## src/hw/rtl/bprle_pkg.sv

```systemverilog
// Shared types, constants and helper functions for the byte plane RLE decoder.
package bprle_pkg;

  localparam int unsigned MAX_PIXELS   = 16384;
  localparam int unsigned MAX_CHANNELS = 16;
  localparam int unsigned MAX_BYTES    = 4;

  localparam int unsigned PIX_W    = 15;
  localparam int unsigned IDX_W    = 14;
  localparam int unsigned CH_W     = 5;
  localparam int unsigned SB_W     = 3;
  localparam int unsigned LEN_W    = 8;
  localparam int unsigned LANE_W   = 2;
  localparam int unsigned PLANE_W  = 2;
  localparam int unsigned OFF_W    = 20;
  localparam int unsigned STRIDE_W = 7;
  localparam int unsigned CFG_IDX_W  = 2;
  localparam int unsigned CFG_DATA_W = 15;

  localparam logic [CFG_IDX_W-1:0] CFG_PIXEL_COUNT   = 2'd0;
  localparam logic [CFG_IDX_W-1:0] CFG_CHANNEL_COUNT = 2'd1;
  localparam logic [CFG_IDX_W-1:0] CFG_SAMPLE_BYTES  = 2'd2;
  localparam logic [CFG_IDX_W-1:0] CFG_HOST_LE       = 2'd3;

  typedef enum logic [1:0] {
    PH_COUNT   = 2'd0,
    PH_REPEAT  = 2'd1,
    PH_LITERAL = 2'd2,
    PH_SKIP    = 2'd3
  } phase_e;

  typedef struct packed {
    logic [7:0] data_byte;
    logic       start_record;
  } in_item_t;

  typedef struct packed {
    logic [7:0]        value;
    logic [IDX_W-1:0]  pixel_index;
    logic [LEN_W-1:0]  run_length;
    logic [LANE_W-1:0] byte_lane;
    logic [OFF_W-1:0]  byte_offset;
    logic              overrun;
    logic              record_done;
  } out_item_t;

  typedef struct packed {
    logic [PIX_W-1:0] pixel_count;
    logic [CH_W-1:0]  channel_count;
    logic [SB_W-1:0]  sample_bytes;
    logic             host_little_endian;
  } cfg_t;

  // One decoded run, before lane and buffer offset are placed.
  typedef struct packed {
    logic [7:0]         value;
    logic [IDX_W-1:0]   pixel_index;
    logic [LEN_W-1:0]   run_length;
    logic [PLANE_W-1:0] plane;
    logic               overrun;
    logic               record_done;
  } run_t;

  function automatic logic [PIX_W-1:0] eff_pixels(input logic [PIX_W-1:0] v);
    logic [PIX_W-1:0] r;
    r = v;
    if (v == '0) r = PIX_W'(1);
    else if (v > PIX_W'(MAX_PIXELS)) r = PIX_W'(MAX_PIXELS);
    return r;
  endfunction

  function automatic logic [CH_W-1:0] eff_channels(input logic [CH_W-1:0] v);
    logic [CH_W-1:0] r;
    r = v;
    if (v == '0) r = CH_W'(1);
    else if (v > CH_W'(MAX_CHANNELS)) r = CH_W'(MAX_CHANNELS);
    return r;
  endfunction

  function automatic logic [SB_W-1:0] eff_bytes(input logic [SB_W-1:0] v);
    logic [SB_W-1:0] r;
    r = v;
    if (v == '0) r = SB_W'(1);
    else if (v > SB_W'(MAX_BYTES)) r = SB_W'(MAX_BYTES);
    return r;
  endfunction

  // sb is already clamped to 1..MAX_BYTES
  function automatic logic [LANE_W-1:0] lane_of(input logic [PLANE_W-1:0] plane,
                                                input logic [SB_W-1:0]    sb,
                                                input logic               le);
    logic [SB_W-1:0] top;
    logic [SB_W-1:0] p;
    top = sb - SB_W'(1);
    p   = SB_W'(plane);
    if (p > top) p = top;
    return le ? LANE_W'(top - p) : LANE_W'(p);
  endfunction

endpackage

```

## src/hw/rtl/bprle_parse.sv

```systemverilog
// Packet parser: count/repeat/literal/skip state machine producing at most one run per data byte.
module bprle_parse (
  input  logic               clk_i,
  input  logic               rst_ni,
  input  logic               accept_i,
  input  bprle_pkg::in_item_t item_i,
  input  bprle_pkg::cfg_t    cfg_i,
  output logic               has_run_o,
  output bprle_pkg::run_t    run_o
);

  bprle_pkg::phase_e                 phase_q, phase_d, phase_c;
  logic [bprle_pkg::LEN_W-1:0]       rr_q, rr_d, rr_c;
  logic [bprle_pkg::PIX_W-1:0]       pos_q, pos_d, pos_c;
  logic [bprle_pkg::PLANE_W-1:0]     plane_q, plane_d, plane_c;
  logic                              fin_q, fin_d, fin_c;

  logic [bprle_pkg::PIX_W-1:0]       pc;
  logic [bprle_pkg::PIX_W-1:0]       left;
  logic [bprle_pkg::SB_W-1:0]        sb;
  logic [bprle_pkg::LEN_W-1:0]       want;
  logic [bprle_pkg::LEN_W-1:0]       more;
  logic [bprle_pkg::LEN_W-1:0]       len;
  logic                              cut;
  logic                              plane_end;
  logic                              last_plane;
  logic [7:0]                        b;

  always_ff @(posedge clk_i or negedge rst_ni) begin
    if (!rst_ni) begin
      phase_q <= bprle_pkg::PH_COUNT;
      rr_q    <= '0;
      pos_q   <= '0;
      plane_q <= '0;
      fin_q   <= 1'b0;
    end else if (accept_i) begin
      phase_q <= phase_d;
      rr_q    <= rr_d;
      pos_q   <= pos_d;
      plane_q <= plane_d;
      fin_q   <= fin_d;
    end
  end

  always_comb begin
    b       = item_i.data_byte;
    phase_c = phase_q;
    rr_c    = rr_q;
    pos_c   = pos_q;
    plane_c = plane_q;
    fin_c   = fin_q;
    if (item_i.start_record) begin
      phase_c = bprle_pkg::PH_COUNT;
      rr_c    = '0;
      pos_c   = '0;
      plane_c = '0;
      fin_c   = 1'b0;
    end

    pc   = bprle_pkg::eff_pixels(cfg_i.pixel_count);
    sb   = bprle_pkg::eff_bytes(cfg_i.sample_bytes);
    left = pc - pos_c;

    want = (phase_c == bprle_pkg::PH_REPEAT) ? rr_c : bprle_pkg::LEN_W'(1);
    if (want == '0) want = bprle_pkg::LEN_W'(1);
    more = (phase_c == bprle_pkg::PH_LITERAL && rr_c > bprle_pkg::LEN_W'(1)) ?
           rr_c - bprle_pkg::LEN_W'(1) : '0;

    if (pos_c >= pc) begin
      len       = bprle_pkg::LEN_W'(1);
      cut       = 1'b1;
      plane_end = 1'b1;
    end else begin
      cut       = bprle_pkg::PIX_W'(want) > left;
      len       = cut ? left[bprle_pkg::LEN_W-1:0] : want;
      plane_end = bprle_pkg::PIX_W'(want) >= left;
      if (plane_end && more != '0) cut = 1'b1;
    end
    last_plane = (bprle_pkg::SB_W'(plane_c) + bprle_pkg::SB_W'(1)) >= sb;

    phase_d   = phase_c;
    rr_d      = rr_c;
    pos_d     = pos_c;
    plane_d   = plane_c;
    fin_d     = fin_c;
    has_run_o = 1'b0;

    run_o.value       = b;
    run_o.pixel_index = pos_c[bprle_pkg::IDX_W-1:0];
    run_o.run_length  = len;
    run_o.plane       = plane_c;
    run_o.overrun     = cut;
    run_o.record_done = 1'b0;

    if (!fin_c) begin
      unique case (phase_c)
        bprle_pkg::PH_COUNT: begin
          if (!b[7]) begin
            rr_d    = b + 8'd1;
            phase_d = bprle_pkg::PH_REPEAT;
          end else begin
            rr_d    = 8'(9'h100 - {1'b0, b});
            phase_d = bprle_pkg::PH_LITERAL;
          end
        end
        bprle_pkg::PH_SKIP: begin
          rr_d = rr_c - bprle_pkg::LEN_W'(1);
          if (rr_d == '0) phase_d = bprle_pkg::PH_COUNT;
        end
        bprle_pkg::PH_REPEAT, bprle_pkg::PH_LITERAL: begin
          has_run_o = 1'b1;
          pos_d = pos_c + bprle_pkg::PIX_W'(len);
          if (plane_end) begin
            if (last_plane) begin
              fin_d             = 1'b1;
              run_o.record_done = 1'b1;
            end else begin
              plane_d = plane_c + bprle_pkg::PLANE_W'(1);
              pos_d   = '0;
            end
          end
          if (phase_c == bprle_pkg::PH_REPEAT || fin_d) begin
            rr_d    = '0;
            phase_d = bprle_pkg::PH_COUNT;
          end else begin
            rr_d = more;
            if (more == '0) phase_d = bprle_pkg::PH_COUNT;
            else if (plane_end) phase_d = bprle_pkg::PH_SKIP;
            else phase_d = bprle_pkg::PH_LITERAL;
          end
        end
        default: phase_d = bprle_pkg::PH_COUNT;
      endcase
    end
  end

endmodule

```

## src/hw/rtl/byte_plane_rle_decoder_core.sv

```systemverilog
// Top level of the byte plane RLE decoder: config registers, parser, placement stage.
//
//   channel   handshake               payload
//   in        in_valid_i/in_ready_o   in_item_i  (data_byte, start_record)
//   out       out_valid_o/out_ready_i out_item_o (run with lane and buffer offset)
//   cfg       cfg_we_i                cfg_idx_i, cfg_wdata_i
//
// One compressed byte per cycle while in_ready_o is high. A run item passes the s1 register, then the output register.
// Count and skipped bytes make no item. The stride multiply sits in the second stage.
// A stalled output holds its item; the first stage keeps taking bytes until it fills.
// Reset returns the parser to the start of a record and all config registers to 1.
module byte_plane_rle_decoder_core (
  input  logic                                clk_i,
  input  logic                                rst_ni,
  input  logic                                in_valid_i,
  output logic                                in_ready_o,
  input  bprle_pkg::in_item_t                 in_item_i,
  output logic                                out_valid_o,
  input  logic                                out_ready_i,
  output bprle_pkg::out_item_t                out_item_o,
  input  logic                                cfg_we_i,
  input  logic [bprle_pkg::CFG_IDX_W-1:0]     cfg_idx_i,
  input  logic [bprle_pkg::CFG_DATA_W-1:0]    cfg_wdata_i
);

  bprle_pkg::cfg_t      cfg_q;
  bprle_pkg::run_t      run_c;
  bprle_pkg::run_t      s1_q;
  logic                 s1_valid_q;
  logic                 has_run;
  logic                 accept;
  logic                 out_adv;
  bprle_pkg::out_item_t out_d;
  bprle_pkg::out_item_t out_q;
  logic                 out_valid_q;

  logic [bprle_pkg::SB_W-1:0]     sb;
  logic [bprle_pkg::CH_W-1:0]     ch;
  logic [bprle_pkg::STRIDE_W-1:0] stride;
  logic [bprle_pkg::LANE_W-1:0]   lane;
  logic [bprle_pkg::OFF_W:0]      prod;

  always_ff @(posedge clk_i or negedge rst_ni) begin
    if (!rst_ni) begin
      cfg_q.pixel_count        <= bprle_pkg::PIX_W'(1);
      cfg_q.channel_count      <= bprle_pkg::CH_W'(1);
      cfg_q.sample_bytes       <= bprle_pkg::SB_W'(1);
      cfg_q.host_little_endian <= 1'b1;
    end else if (cfg_we_i) begin
      unique case (cfg_idx_i)
        bprle_pkg::CFG_PIXEL_COUNT:
          cfg_q.pixel_count <= cfg_wdata_i[bprle_pkg::PIX_W-1:0];
        bprle_pkg::CFG_CHANNEL_COUNT:
          cfg_q.channel_count <= cfg_wdata_i[bprle_pkg::CH_W-1:0];
        bprle_pkg::CFG_SAMPLE_BYTES:
          cfg_q.sample_bytes <= cfg_wdata_i[bprle_pkg::SB_W-1:0];
        bprle_pkg::CFG_HOST_LE:
          cfg_q.host_little_endian <= cfg_wdata_i[0];
        default: ;
      endcase
    end
  end

  assign out_adv    = s1_valid_q && (!out_valid_q || out_ready_i);
  assign in_ready_o = !s1_valid_q || out_adv;
  assign accept     = in_valid_i && in_ready_o;

  bprle_parse u_parse (
    .clk_i     (clk_i),
    .rst_ni    (rst_ni),
    .accept_i  (accept),
    .item_i    (in_item_i),
    .cfg_i     (cfg_q),
    .has_run_o (has_run),
    .run_o     (run_c)
  );

  always_ff @(posedge clk_i or negedge rst_ni) begin
    if (!rst_ni) begin
      s1_valid_q <= 1'b0;
    end else if (accept) begin
      s1_valid_q <= has_run;
    end else if (out_adv) begin
      s1_valid_q <= 1'b0;
    end
  end

  always_ff @(posedge clk_i) begin
    if (accept) begin
      s1_q <= run_c;
    end
  end

  // placement: lane by byte order, offset = lane + pixel * channels * bytes
  always_comb begin
    sb     = bprle_pkg::eff_bytes(cfg_q.sample_bytes);
    ch     = bprle_pkg::eff_channels(cfg_q.channel_count);
    stride = bprle_pkg::STRIDE_W'(ch) * bprle_pkg::STRIDE_W'(sb);
    lane   = bprle_pkg::lane_of(s1_q.plane, sb, cfg_q.host_little_endian);
    prod   = (bprle_pkg::OFF_W+1)'(s1_q.pixel_index) * (bprle_pkg::OFF_W+1)'(stride)
             + (bprle_pkg::OFF_W+1)'(lane);
    out_d.value       = s1_q.value;
    out_d.pixel_index = s1_q.pixel_index;
    out_d.run_length  = s1_q.run_length;
    out_d.byte_lane   = lane;
    out_d.byte_offset = prod[bprle_pkg::OFF_W-1:0];
    out_d.overrun     = s1_q.overrun;
    out_d.record_done = s1_q.record_done;
  end

  always_ff @(posedge clk_i or negedge rst_ni) begin
    if (!rst_ni) begin
      out_valid_q <= 1'b0;
    end else if (out_adv) begin
      out_valid_q <= 1'b1;
    end else if (out_ready_i) begin
      out_valid_q <= 1'b0;
    end
  end

  always_ff @(posedge clk_i) begin
    if (out_adv) begin
      out_q <= out_d;
    end
  end

  assign out_valid_o = out_valid_q;
  assign out_item_o  = out_q;

`ifndef SYNTHESIS
  a_len_range: assert property (@(posedge clk_i) disable iff (!rst_ni)
    out_valid_o |-> (out_item_o.run_length != 8'd0 && out_item_o.run_length <= 8'd128))
    else $error("run length out of range");

  a_run_in_plane: assert property (@(posedge clk_i) disable iff (!rst_ni)
    out_valid_o |-> ((15'(out_item_o.pixel_index) + 15'(out_item_o.run_length))
                     <= 15'(bprle_pkg::MAX_PIXELS)))
    else $error("run passes the largest plane");

  a_start_no_run: assert property (@(posedge clk_i) disable iff (!rst_ni)
    (in_valid_i && in_ready_o && in_item_i.start_record) |=> !s1_valid_q)
    else $error("record start byte produced a run");
`endif

endmodule

```

## config.mk

```make
export PLATFORM = sky130hd
export DESIGN_NAME = byte_plane_rle_decoder_core
export DESIGN_NICKNAME = d
export VERILOG_FILES = /design/src/hw/rtl/bprle_pkg.sv /design/src/hw/rtl/bprle_parse.sv /design/src/hw/rtl/byte_plane_rle_decoder_core.sv
export SDC_FILE = /design/constraint.sdc
export NUM_CORES = 1
export LEC_CHECK = 0
export BUFFER_PORTS_ARGS = -buffer_cell sky130_fd_sc_hd__buf_2
export CORE_MARGIN = 3
export CORE_UTILIZATION = 62
export DETAILED_ROUTE_END_ITERATION = 8
export PLACE_DENSITY = 0.86
export SLEW_MARGIN = 40
export SYNTH_ARGS = -nofsm -noshare
export SYNTH_HDL_FRONTEND = slang
export SYNTH_SLANG_ARGS = --single-unit
```

## constraint.sdc

```tcl
create_clock -name clk_i -period 9.9 [get_ports clk_i]
set_input_delay 1.98 -clock clk_i [delete_from_list [all_inputs] [get_ports clk_i]]
set_output_delay 1.98 -clock clk_i [all_outputs]
set_load 0.01 [all_outputs]
```

==> results.ini <==
[status]
run_status = completed

[pwr]
cell_internal_pwr_uw = 1800
switching_power_uw = 1230
design_power_total_uw = 3020
p_leak_uw = 0.00570
switching_portion_of_total_power_pct = 40.6
power.share.combinational_pct = 49.0
highest_ir_drop_seen_on_vdd_uv = 151
power-per-cell-area_nw_per_um2 = 244
clkPwrFrac_pct = 21.6
seq_power_share_pct = 29.4

[critical_path]
worst-endpoint-required_ns = 10.08
worst_setup_path_start_kind = register
worst_setup_path_end_kind = register
cpMaxStageDelayCell = sky130_fd_sc_hd__o41ai_1
worstSetupPathType = reg2reg
critPathMaxFanout = 14
cp_slowest_stage_delay_ns = 0.61
timing.critical_path.arrival_ns = 8.55
worst_path_dominant_cell_family = adder cells
wp_buf_inv = 6

[sta]
final_critical_path_setup_slack_ns = 1.53
setup_viol_count_final = 0
final.setup_skew_ns = 0.00744
setup-tns-final_ns = 0
fmaxAchievable_mhz = 119
tcrit_tclk_final_pct = 84.6
setup_repair_after_global_routing_missed_its_margin = no
slew_violations = 0
worst-slew-pin-transition_ns = 0.840
slew_headroom_pct = 43.9
timing.final.crit_period_ns = 8.37
final-hold-violation-count = 0

[clock_tree]
cts-root-buf = sky130_fd_sc_hd__clkbuf_16
clk_pin_slew_worst_paths_ns = 0.06
hold_buffers = 0
cts_resized = 0
clock_tree_from_tritoncts = done
post-cts-setup-buffer-count = 0
numCtsBuffers = 17
clk_latency_ns = 0.43
cts-htree-levels = 4
max-clock-path-buffers = 2
cts_sinks = 142

[detailed_routing]
detail_route.wl_per_cell_um = 17.7
drcViolationCount = 0
finalWirelength_um = 25400
firstDrtPassIters = 5
drtIter0Drc = 709
antenna_left = 0
routed-via-count = 8676
drt-vias-per-instance = 6.05

[logic_synthesis]
yosys-mux-area-fraction_pct = 2.97
synthesis.yosys.warnings = 0
synth_top_area_share_pct = 23.8
synth.yosys.seq_area_share_pct = 36.0
yosys.cell_count.top_type = sky130_fd_sc_hd__inv_1
ys_ff_latch = 142
synth_xor_area_share_pct = 3.62
distinct_cells_synth = 75
asyncSetResetFlopFracSynth_pct = 38.0
synth_largest_area_cell = sky130_fd_sc_hd__edfxtp_1
synthesis.nets = 1302
synth_top_cells_by_count = 126 x sky130_fd_sc_hd__inv_1, 125 x sky130_fd_sc_hd__nand2_1, 93 x sky130_fd_sc_hd__ha_1, 88 x sky130_fd_sc_hd__edfxtp_1, 69 x sky130_fd_sc_hd__and2_1
synth.cell_area_um2 = 11100
synth-simple-area-share_pct = 17.6
largest_family_of_logic_cells_by_synthesized_area = adder cells
syn-instance-count = 1113
synth-edff-count = 88
synth_compound_area_share_pct = 12.3
postSynthAreaPerCell_um2 = 9.99
post_synth_fa_ha_maj_area_fraction_pct = 22.2
synth.top_cells.by_area = sky130_fd_sc_hd__edfxtp_1 24%, sky130_fd_sc_hd__fa_1 12%, sky130_fd_sc_hd__dfrtp_1 11%
most_used_flip_flop_cell_after_synthesis = sky130_fd_sc_hd__edfxtp_1

[floorplan]
fp.dieArea_um2 = 19600
die_width_um = 140
die_height_um = 140
number_of_top_level_pins = 87
row_count = 48
core_area_um2 = 17400
floorplan.initialDensity_pct = 63.8

[cells_and_area]
postLayoutCellArea_um2 = 12400
fraction_of_final_layout_cells_sized_beyond_drive_strength_1_pct = 14.5
fill_cell_instance_count_of_the_final_layout = 1227
syn2layout_area_growth_pct = 11.4
nets = 1385
antenna-diode-count = 0
fin_util_pct = 71.1

[global_routing]
antenna_violations_before_repair = 0
number_of_global_route_vias_before_repair = 8802
first_pass_grt_wire_length_um = 42500
track_usage_pct = 26.6
globalRouteOverflowTotal = 0
pin_count_of_the_biggest_net_entering_global_routing = 55

[hold_path]
hold_path_class = reg2reg

[placed_design]
gp_congestion = 0.945
place_worst_setup_slack_ns = 1.20
place.detailed.hpwl_um = 18700
postPlaceCellArea_um2 = 11800
port_buffers = 86

[flow_run]
timing.max_cap.violations = 0

## layer usage
layer	GRT usage, %	wire length [um]	vias up
met1	34.1	10200	4182
met5	0	0	-
li1	-	-	4044
met4	9.03	695	0
met2	45.8	12700	380
met3	5.02	1750	70
## metrics by stage
step / hold WS (ns) / cells
floorplan: 0.400 / 1113
global placement: 0.400 / 1402
detailed placement: 0.405 / 1402
CTS: 0.419 / 1434
global route: 0.431 / 1434
finish: 0.418 / 1434
## worst register-to-register path, delay by kind of cell (launching register included)
family          cells  cell delay (ns)
flops               1             0.53
fa+ha+maj           8             3.61
buf+inv             6             0.45
simple gates        6             1.04
compound gates      8             2.04
xor+xnor            2             0.45
## registers in the layout, summed over array words and instances (netlist names), 2 cells and up
name	cells
cfg_q	24
s1_q	2
u_parse.phase_q	2
u_parse.rr_q	8
u_parse.pos_q	15
out_d	32
u_parse.plane_q	2
out_item_o	54
## cell type report
class,instances,area [um2],area share [%]
Inverter,127,477,3.85
Sequential cell,142,4000,32.3
Multi-Input combinational cell,817,6560,53.0
Clock inverter,13,164,1.32
Tap cell,225,282,2.27
Clock buffer,19,433,3.50
Timing Repair Buffer,91,468,3.78
## power by group through the flow
stage | sequential [uW] | combinational (uW) | clock, uW
5_1_grt | 900 | 1680 | 682
3_5_place_dp | 896 | 1450 | 0
2_1_floorplan | 901 | 1100 | 0
3_3_place_gp | 891 | 1390 | 0
4_1_cts | 885 | 1470 | 656
6_report | 887 | 1480 | 653
## cell families after synthesis
group,Yosys count
buf+inv,154
mux,30
fa+ha+maj,158
flops,142
simple gates,384
xor+xnor,46
compound gates,199
## cell usage in the layout (no fill, tap or decap), drive strengths merged, types with 4 or more instances in the layout
master   netlist  routed
edfxtp        88      88
a2111oi        5       5
ha            93      93
a2bb2oi        5       5
nor3          17      17
dfrtp         50      50
inv          126     128
o21ai         26      26
nand3         19      19
nand4          9       9
and2          70      70
buf            5      91
or4            4       4
o21bai         4       4
a21o          14      14
clkinv         1       8
a32o           8       8
dfstp          4       4
nor4           9       9
mux2          24      24
o41ai          7       7
fa            65      65
nand2b        15      15
o2111ai        4       4
nor2b         25      25
clkbuf        22      19
a31oi          8       8
xnor2         37      37
o21a           8       8
nor2          58      58
o211ai         5       5
nand2        125     125
mux2i          6       6
and3           8       8
a211oi         4       4
xor2           9       9
a21oi         63      63
or2            8       8
o31ai         10      10
## path summary, 6_finish.rpt
kind | start | to | slack, ns | depth (start not counted)
worst max-delay path | cfg_q[1] | out_item_o[21] | 1.53 | 30
max in group asynchronous | rst_ni | u_parse.rr_q[5] | 7.73 | 2
worst min-delay path | out_d[50] | out_item_o[50] | 0.42 | 0
worst min register to register | out_d[50] | out_item_o[50] | 0.42 | 0
worst max register to register | cfg_q[1] | out_item_o[21] | 1.53 | 30
min in group asynchronous | rst_ni | cfg_q[14] | 1.68 | 2
(Power assumes the default switching activity.)
